## src/design/parp_pkg.sv

```systemverilog
package parp_pkg;

  localparam int unsigned TableEntries  = 64;
  localparam int unsigned IdxW          = $clog2(TableEntries);
  localparam int unsigned WindowSlots   = 64;
  localparam int unsigned SlotW         = $clog2(WindowSlots);
  localparam int unsigned FillW         = SlotW + 1;
  localparam int unsigned WindowMs      = 1000;
  localparam int unsigned IdleMs        = 2 * WindowMs;
  localparam int unsigned MilliPerToken = 1000;
  localparam int unsigned TimeW         = 48;
  localparam int unsigned AddrW         = 32;
  localparam int unsigned TokW          = 17;
  localparam int unsigned RateW         = 7;
  localparam int unsigned BanW          = 12;
  localparam int unsigned BanMsW        = 22;
  localparam int unsigned ProdW         = TokW + RateW;
  localparam int unsigned SumW          = ProdW + 1;
  localparam int unsigned CmdW          = 2;
  localparam int unsigned StatusW       = 3;
  localparam int unsigned CfgW          = 32;
  localparam int unsigned CfgIdxW       = 3;

  localparam logic [RateW-1:0] RateReset   = 7'd20;
  localparam logic [BanW-1:0]  BanReset    = 12'd10;
  localparam logic [AddrW-1:0] ExemptReset = 32'h7F00_0001;

  typedef enum logic [CfgIdxW-1:0] {
    CFG_ENABLE      = 3'd0,
    CFG_MODE        = 3'd1,
    CFG_MAX_RATE    = 3'd2,
    CFG_BAN_SECONDS = 3'd3,
    CFG_EXEMPT      = 3'd4
  } cfg_idx_t;

  typedef enum logic [CmdW-1:0] {
    CMD_REQUEST = 2'd0,
    CMD_BAN     = 2'd1,
    CMD_UNBAN   = 2'd2
  } cmd_t;

  typedef enum logic [StatusW-1:0] {
    ST_PASS      = 3'd0,
    ST_BANNED    = 3'd1,
    ST_NEW_BAN   = 3'd2,
    ST_DONE      = 3'd3,
    ST_REFUSED   = 3'd4,
    ST_UNTRACKED = 3'd5
  } status_t;

  typedef enum logic [3:0] {
    S_IDLE, S_CLASSIFY, S_SCAN, S_PICK, S_FETCH, S_DECIDE, S_LIMIT, S_BKT_FIN,
    S_WIN_RD, S_WIN_CHK, S_WIN_PUSH, S_APPLY, S_WRITE, S_RESULT
  } state_t;

  typedef enum logic [3:0] {
    OP_NONE, OP_LOAD, OP_SCAN, OP_PICK, OP_FETCH, OP_UNBAN, OP_BKT_MUL, OP_BKT_FIN,
    OP_WIN_STEP, OP_WIN_PUSH, OP_BAN_AUTO, OP_BAN_MAN, OP_WRITE, OP_EMIT
  } op_t;

  typedef struct packed {
    logic [AddrW-1:0] addr;
    logic             ban_active;
    logic             ban_forever;
    logic [TimeW-1:0] ban_until;
    logic             started;
    logic [TokW-1:0]  tokens;
    logic [TimeW-1:0] last;
    logic [TimeW-1:0] newest;
    logic [SlotW-1:0] head;
    logic [FillW-1:0] fill;
  } rec_t;

  typedef struct packed {
    op_t     op;
    status_t code;
  } dp_cmd_t;

  typedef struct packed {
    cmd_t cmd;
    logic bypass;
    logic exempt_hit;
    logic scan_last;
    logic found;
    logic can_claim;
    logic ban_active;
    logic ban_live;
    logic mode;
    logic pass;
    logic win_more;
    logic out_free;
  } dp_stat_t;

endpackage

```

## src/design/parp_ctrl.sv

```systemverilog
module parp_ctrl (
  input  logic                clk,
  input  logic                rst,
  input  logic                req_valid,
  output logic                ready,
  input  parp_pkg::dp_stat_t  stat,
  output parp_pkg::dp_cmd_t   cmd
);

  parp_pkg::state_t  state;
  parp_pkg::state_t  state_next;
  parp_pkg::status_t code;
  parp_pkg::status_t code_next;

  always_ff @(posedge clk) begin
    if (rst) begin
      state <= parp_pkg::S_IDLE;
      code  <= parp_pkg::ST_PASS;
    end else begin
      state <= state_next;
      code  <= code_next;
    end
  end

  always_comb begin
    state_next = state;
    code_next  = code;
    cmd.op     = parp_pkg::OP_NONE;
    cmd.code   = code;
    ready      = 1'b0;
    case (state)
      parp_pkg::S_IDLE: begin
        ready = 1'b1;
        if (req_valid) begin
          cmd.op     = parp_pkg::OP_LOAD;
          state_next = parp_pkg::S_CLASSIFY;
        end
      end
      parp_pkg::S_CLASSIFY: begin
        case (stat.cmd)
          parp_pkg::CMD_REQUEST: begin
            if (stat.bypass) begin
              code_next  = parp_pkg::ST_PASS;
              state_next = parp_pkg::S_RESULT;
            end else begin
              state_next = parp_pkg::S_SCAN;
            end
          end
          parp_pkg::CMD_BAN: begin
            if (stat.exempt_hit) begin
              code_next  = parp_pkg::ST_REFUSED;
              state_next = parp_pkg::S_RESULT;
            end else begin
              state_next = parp_pkg::S_SCAN;
            end
          end
          parp_pkg::CMD_UNBAN: state_next = parp_pkg::S_SCAN;
          default: begin
            code_next  = parp_pkg::ST_REFUSED;
            state_next = parp_pkg::S_RESULT;
          end
        endcase
      end
      parp_pkg::S_SCAN: begin
        cmd.op = parp_pkg::OP_SCAN;
        if (stat.scan_last) begin
          state_next = parp_pkg::S_PICK;
        end
      end
      parp_pkg::S_PICK: begin
        if (!stat.found && (stat.cmd == parp_pkg::CMD_UNBAN || !stat.can_claim)) begin
          code_next  = (stat.cmd == parp_pkg::CMD_REQUEST) ? parp_pkg::ST_UNTRACKED :
                       parp_pkg::ST_REFUSED;
          state_next = parp_pkg::S_RESULT;
        end else begin
          cmd.op     = parp_pkg::OP_PICK;
          state_next = parp_pkg::S_FETCH;
        end
      end
      parp_pkg::S_FETCH: begin
        cmd.op     = parp_pkg::OP_FETCH;
        state_next = parp_pkg::S_DECIDE;
      end
      parp_pkg::S_DECIDE: begin
        case (stat.cmd)
          parp_pkg::CMD_REQUEST: begin
            if (stat.ban_live) begin
              code_next  = parp_pkg::ST_BANNED;
              state_next = parp_pkg::S_RESULT;
            end else begin
              // An expired ban is lifted before the limiter looks at the entry.
              if (stat.ban_active) begin
                cmd.op = parp_pkg::OP_UNBAN;
              end
              state_next = parp_pkg::S_LIMIT;
            end
          end
          parp_pkg::CMD_BAN: begin
            cmd.op     = parp_pkg::OP_BAN_MAN;
            code_next  = parp_pkg::ST_DONE;
            state_next = parp_pkg::S_WRITE;
          end
          parp_pkg::CMD_UNBAN: begin
            if (stat.ban_active) begin
              cmd.op     = parp_pkg::OP_UNBAN;
              code_next  = parp_pkg::ST_DONE;
              state_next = parp_pkg::S_WRITE;
            end else begin
              code_next  = parp_pkg::ST_REFUSED;
              state_next = parp_pkg::S_RESULT;
            end
          end
          default: begin
            code_next  = parp_pkg::ST_REFUSED;
            state_next = parp_pkg::S_RESULT;
          end
        endcase
      end
      parp_pkg::S_LIMIT: begin
        if (stat.mode) begin
          state_next = parp_pkg::S_WIN_RD;
        end else begin
          cmd.op     = parp_pkg::OP_BKT_MUL;
          state_next = parp_pkg::S_BKT_FIN;
        end
      end
      parp_pkg::S_BKT_FIN: begin
        cmd.op     = parp_pkg::OP_BKT_FIN;
        state_next = parp_pkg::S_APPLY;
      end
      parp_pkg::S_WIN_RD: state_next = parp_pkg::S_WIN_CHK;
      parp_pkg::S_WIN_CHK: begin
        if (stat.win_more) begin
          cmd.op     = parp_pkg::OP_WIN_STEP;
          state_next = parp_pkg::S_WIN_RD;
        end else begin
          state_next = parp_pkg::S_WIN_PUSH;
        end
      end
      parp_pkg::S_WIN_PUSH: begin
        cmd.op     = parp_pkg::OP_WIN_PUSH;
        state_next = parp_pkg::S_APPLY;
      end
      parp_pkg::S_APPLY: begin
        if (stat.pass) begin
          code_next = parp_pkg::ST_PASS;
        end else begin
          cmd.op    = parp_pkg::OP_BAN_AUTO;
          code_next = parp_pkg::ST_NEW_BAN;
        end
        state_next = parp_pkg::S_WRITE;
      end
      parp_pkg::S_WRITE: begin
        cmd.op     = parp_pkg::OP_WRITE;
        state_next = parp_pkg::S_RESULT;
      end
      parp_pkg::S_RESULT: begin
        if (stat.out_free) begin
          cmd.op     = parp_pkg::OP_EMIT;
          state_next = parp_pkg::S_IDLE;
        end
      end
      default: state_next = parp_pkg::S_IDLE;
    endcase
  end

endmodule

```

## config.mk

```make
export PLATFORM = sky130hd
export DESIGN_NAME = parp_ctrl
export DESIGN_NICKNAME = d
export VERILOG_FILES = /design/src/design/parp_pkg.sv /design/src/design/parp_ctrl.sv
export SDC_FILE = /design/constraint.sdc
export NUM_CORES = 1
export LEC_CHECK = 0
export BUFFER_PORTS_ARGS = -buffer_cell sky130_fd_sc_hd__buf_2
export CAP_MARGIN = 20
export CELL_PAD_IN_SITES_DETAIL_PLACEMENT = 0
export CELL_PAD_IN_SITES_GLOBAL_PLACEMENT = 1
export CORE_MARGIN = 2
export CORE_UTILIZATION = 40
export CTS_CLUSTER_DIAMETER = 80
export DETAILED_ROUTE_END_ITERATION = 12
export PLACE_DENSITY = 0.94
export SYNTH_ARGS = -nofsm -noshare
export SYNTH_HDL_FRONTEND = slang
export SYNTH_SLANG_ARGS = --single-unit
```

## constraint.sdc

```tcl
create_clock -name clk -period 2.7 [get_ports clk]
set_input_delay 0.27 -clock clk [delete_from_list [all_inputs] [get_ports clk]]
set_output_delay 0.27 -clock clk [all_outputs]
set_load 0.02 [all_outputs]
```

* Word level (Yosys, flattened, before mapping)
Cells that the tools add are included.
** Word-level totals
- Register bits :: 7
** Cells by class
- Eq/ne operators :: 23
- Multiplexer cells :: 34
- Reductions and logical operators :: 10
** Operators by type and width (number)
- 4-bit one-hot mux with 13 select lines :: 1
- 4-bit one-hot mux with 12 select lines :: 1
- 4-bit two-way mux :: 11
- 4-bit one-hot mux with 3 select lines :: 3
- 4-bit == test, second input constant :: 6
- 3-bit two-way mux :: 8
- 3-bit one-hot mux with 3 select lines :: 2
- 4-bit by 3-bit == test with 1-bit output, second input constant :: 4
- 3-bit one-hot mux with 4 select lines :: 1
- 2-bit inequality test, second input constant :: 5
- 3-bit inequality test, second input constant :: 3
- 4-bit by 2-bit == test with 1-bit output, second input constant :: 2
- 2-bit two-way mux :: 3
- 6-bit AND reduction :: 1
- 4-bit by 1-bit == test with 1-bit output, second input constant :: 1
- 4-bit logical NOT :: 1
- 1-bit two-way mux :: 4
- 4-bit nonzero test :: 1
- 3-bit AND reduction :: 1
- 2-bit by 1-bit == test with 1-bit output, second input constant :: 1
- 2-bit == test, second input constant :: 1
- 1-bit logical NOT :: 2
- 2-bit logical NOT :: 1
- 2-bit OR reduction :: 1
- 2 further kinds :: 2

* Logic depth before layout (Yosys ltp)
- Word-level depth :: 5
- Mapped depth :: 7
- Gate-level depth less buffers :: 7

* Worst setup path after synthesis
Ideal clock, no wire load.
- Path type :: input to output
- From :: input stat[11] (netlist bit)
- To :: output cmd[3] (netlist bit)
- Arrival :: 1.582 ns
- Required time :: 2.430 ns
- Path slack :: 0.848 ns
- Cell stages on the path :: 6
- Path through :: inv_1 > ha_1 > nor2b_1 > o21ai_1 > a21oi_1 > or4_1
** RTL lines
- start, declared :: line parp_ctrl.sv:6 : input parp_pkg::dp_stat_t stat,
- end, declared :: line parp_ctrl.sv:7 : output parp_pkg::dp_cmd_t cmd

==> flow_metrics.py <==
metrics = {
    "sta": {
        "skew_ps": 2.41,
        "slew_viol_final": 0,
        "max_freq_mhz": 438,
        "rsz0062_at_grt": "no",
        "setup_violations": 0,
        "post-route-period-util_pct": 84.6,
        "hold_violations": 0,
        "fin_crit_ps": 2280,
        "setup_ws_ps": 417,
        "timing.max_slew.rel_slack_pct": 67.6,
        "worst_slew_pin_slew_ps": 485,
        "final.setup.tns_ps": 0,
    },
    "critical_path": {
        "cp.required_ps": 2430,
        "critPathLaunchType": "register",
        "setup.worst_path.end_class": "output pin",
        "rr_worst_depth": 6,
        "cp.arrival_ps": 2010,
        "cp_max_fo": 13,
        "r2r-end": "code[1]",
        "r2r_setup_slack_ps": 760,
        "reg2reg_from": "state[1]",
        "cp_slowest_cell": "dfxtp_1",
        "cp_cell_sequence": "or2_4 -> or3_4 -> a21oi_1 -> or4_1 -> buf_2",
        "cp_slowest_stage_delay_ps": 620,
        "path_class": "register to output pin",
    },
    "synth": {
        "synth_flop_cell": "dfxtp_1",
        "syn_area_sq_um": 952,
        "ys_seq_area_share_pct": 14.7,
        "yosysWarnings": 0,
        "synth_top_area_cell": "dfxtp_1",
        "synth_top_area_share_pct": 14.7,
        "syn_area_per_cell_sq_um": 7.21,
        "synth-edff-count": 0,
        "synth.area.top_cells": "dfxtp_1 15%, ha_1 7.9%, a21oi_1 5.8%",
        "async_flop_share_pct": 0,
        "synthCells": 132,
        "syn_nets": 154,
        "synth_cell_types": 48,
        "ys_ff_latch": 7,
    },
    "layout": {
        "diodes": 0,
        "nets": 177,
        "syn_to_final_growth_pct": 14.3,
        "drive_gt1_share_pct": 26.6,
    },
    "floorplan": {
        "dieArea_sq_um": 2790,
        "io_pins": 24,
        "start_util_pct": 42.6,
        "die_h_microns": 52.8,
        "rows": 17,
        "die_width_microns": 52.8,
        "coreArea_sq_um": 2230,
    },
    "cts": {
        "cts_resized": 0,
        "clockBufferDepth": 2,
        "clk_pin_slew_ps": 50,
        "clock-sinks": 7,
        "postCtsSetupBuffers": 0,
        "ctsHoldBuffers": 0,
        "clk_latency_ps": 250,
        "cts_made_buffers": 3,
        "cts_root_buf": "clkbuf_4",
        "h-tree-depth": 1,
        "cts_tree": "built",
    },
    "global_routing": {
        "busiest_layer": "met2",
        "grt_max_degree": 15,
        "antenna_found_initial": 0,
        "grt_pass1_wl_mm": 4.33,
        "grt_usage_pct": 20.6,
        "met1_usage_pct": 26.8,
        "gr-usage-met2_pct": 35.6,
        "grt_pass1_vias": 970,
        "overflow": 0,
        "use_met3_pct": 4.29,
    },
    "place": {
        "io_buffers": 23,
        "hpwl_mm": 2.03,
        "pre_cts_ws_ps": 546,
        "place.gp.congestion": 0.967,
    },
    "route": {
        "vias_per_cell": 5.81,
        "first_iter_violations": 56,
        "wl_mm": 2.53,
        "drc": 0,
        "first_pass_iters": 4,
        "via_count": 1058,
        "avgRoutedWirePerCell_microns": 13.9,
        "ant_nets": 0,
    },
    "power_and_ir_drop": {
        "irDropWorstVdd_mv": 0.301,
        "p_clk_share_pct": 17.3,
        "combPwrFrac_pct": 54.0,
        "switching_share_pct": 46.7,
        "power_leakage_nw": 0.477,
        "intPower_uw": 293,
        "power.switching_uw": 257,
        "p_seq_share_pct": 28.7,
        "power_per_cell_area_nw_per_um2": 506,
    },
    "worst_hold_path": {
        "hp-class": "primary input to register",
        "holdPathEnd": "state[2]",
        "holdPathStages": 2,
        "min-delay-start": "rst",
    },
    "status": {
        "status": "finished clean",
    },
    "job": {
        "drv_cap": 0,
    },
}
==> layout make-up <==
cell class / instances / area, sq um
clock buffers: 4 / 26.3
fillers: 238 / 1140
inverters: 9 / 33.8
multi-input cells: 108 / 716
flip-flops and latches: 7 / 140
well taps: 28 / 35.0
repair buffers: 26 / 138
==> synth_stat cells (3+ instances only) <==
cell	count
nand2b_1	3
dfxtp_1	7
buf_2	3
a31oi_1	3
nor2b_1	6
o21ai_0	6
a21oi_1	11
inv_1	7
nor2_1	10
nor3_1	4
a211oi_1	3
o21ai_1	8
nand2_1	13
ha_1	6
==> cell families after synthesis <==
logic type | count (synthesis) | share of synthesized area (%)
AND/OR/NAND/NOR | 52 | 31.1
AO/OA/AOI/OAI | 49 | 35.0
buffers and inverters | 17 | 10.1
flip-flops | 7 | 14.7
adder cells (fa/ha/maj) | 6 | 7.88
multiplexers | 1 | 1.18
==> per-stage QoR <==
stage | instances | power (mW) | cell area (sq um) | hold WS [ps] | utilization, %
after detailed placement | 178 | 0.454 | 1060 | 456 | 47.6
after floorplan | 132 | 0.383 | 952 | 447 | -
after CTS | 182 | 0.554 | 1090 | 322 | 48.7
after global placement | 178 | 0.452 | 1060 | 458 | 47.6
final | 182 | 0.551 | 1090 | 327 | 48.7
after global routing | 182 | 0.608 | 1090 | 338 | 48.7
==> flip-flops by register name, summed over array words and instances, names as in the netlist <==
name,cells
code,3
state,4
==> critical path, delay by kind of cell, from the launching register on <==
family	cells	cell delay, ps
AND/OR/NAND/NOR	3	920
flip-flops	1	620
AO/OA/AOI/OAI	1	40
buffers and inverters	1	180
==> routing by layer <==
layer	up-vias	share of wire [%]	routed length, microns
li1	530	-	-
met1	473	42	1050
met2	52	49	1250
met3	3	8.5	215
met4	0	0.40	10
met5	-	0	0
==> power groups by stage <==
stage | registers (mW) | clock network [mW] | logic [mW]
after detailed placement | 0.160 | 0 | 0.293
after global placement | 0.160 | 0 | 0.292
after CTS | 0.158 | 0.100 | 0.295
final | 0.158 | 0.0954 | 0.297
after floorplan | 0.138 | 0 | 0.245
after global routing | 0.165 | 0.109 | 0.334
==> cell usage in the layout (no fill, tap or decap), types with 3 or more instances in the layout <==
cell type,instances
o21ai_1,8
nor2b_1,6
ha_1,6
buf_4,3
buf_2,23
o21ai_0,6
nand2_1,13
inv_1,7
nor3_1,4
a211oi_1,3
a31oi_1,3
clkbuf_4,3
a21oi_1,11
dfxtp_1,7
nor2_1,10
nand2b_1,3
==> worst max path at each step <==
stage	from	end	cells after the start
after global placement	stat[11]	cmd[3]	8
after floorplan	stat[11]	cmd[3]	6
after CTS	state[3]	cmd[3]	5
after global routing	state[3]	cmd[3]	5
final	state[3]	cmd[3]	5
after detailed placement	stat[11]	cmd[3]	8
(Power assumes the default switching activity.)
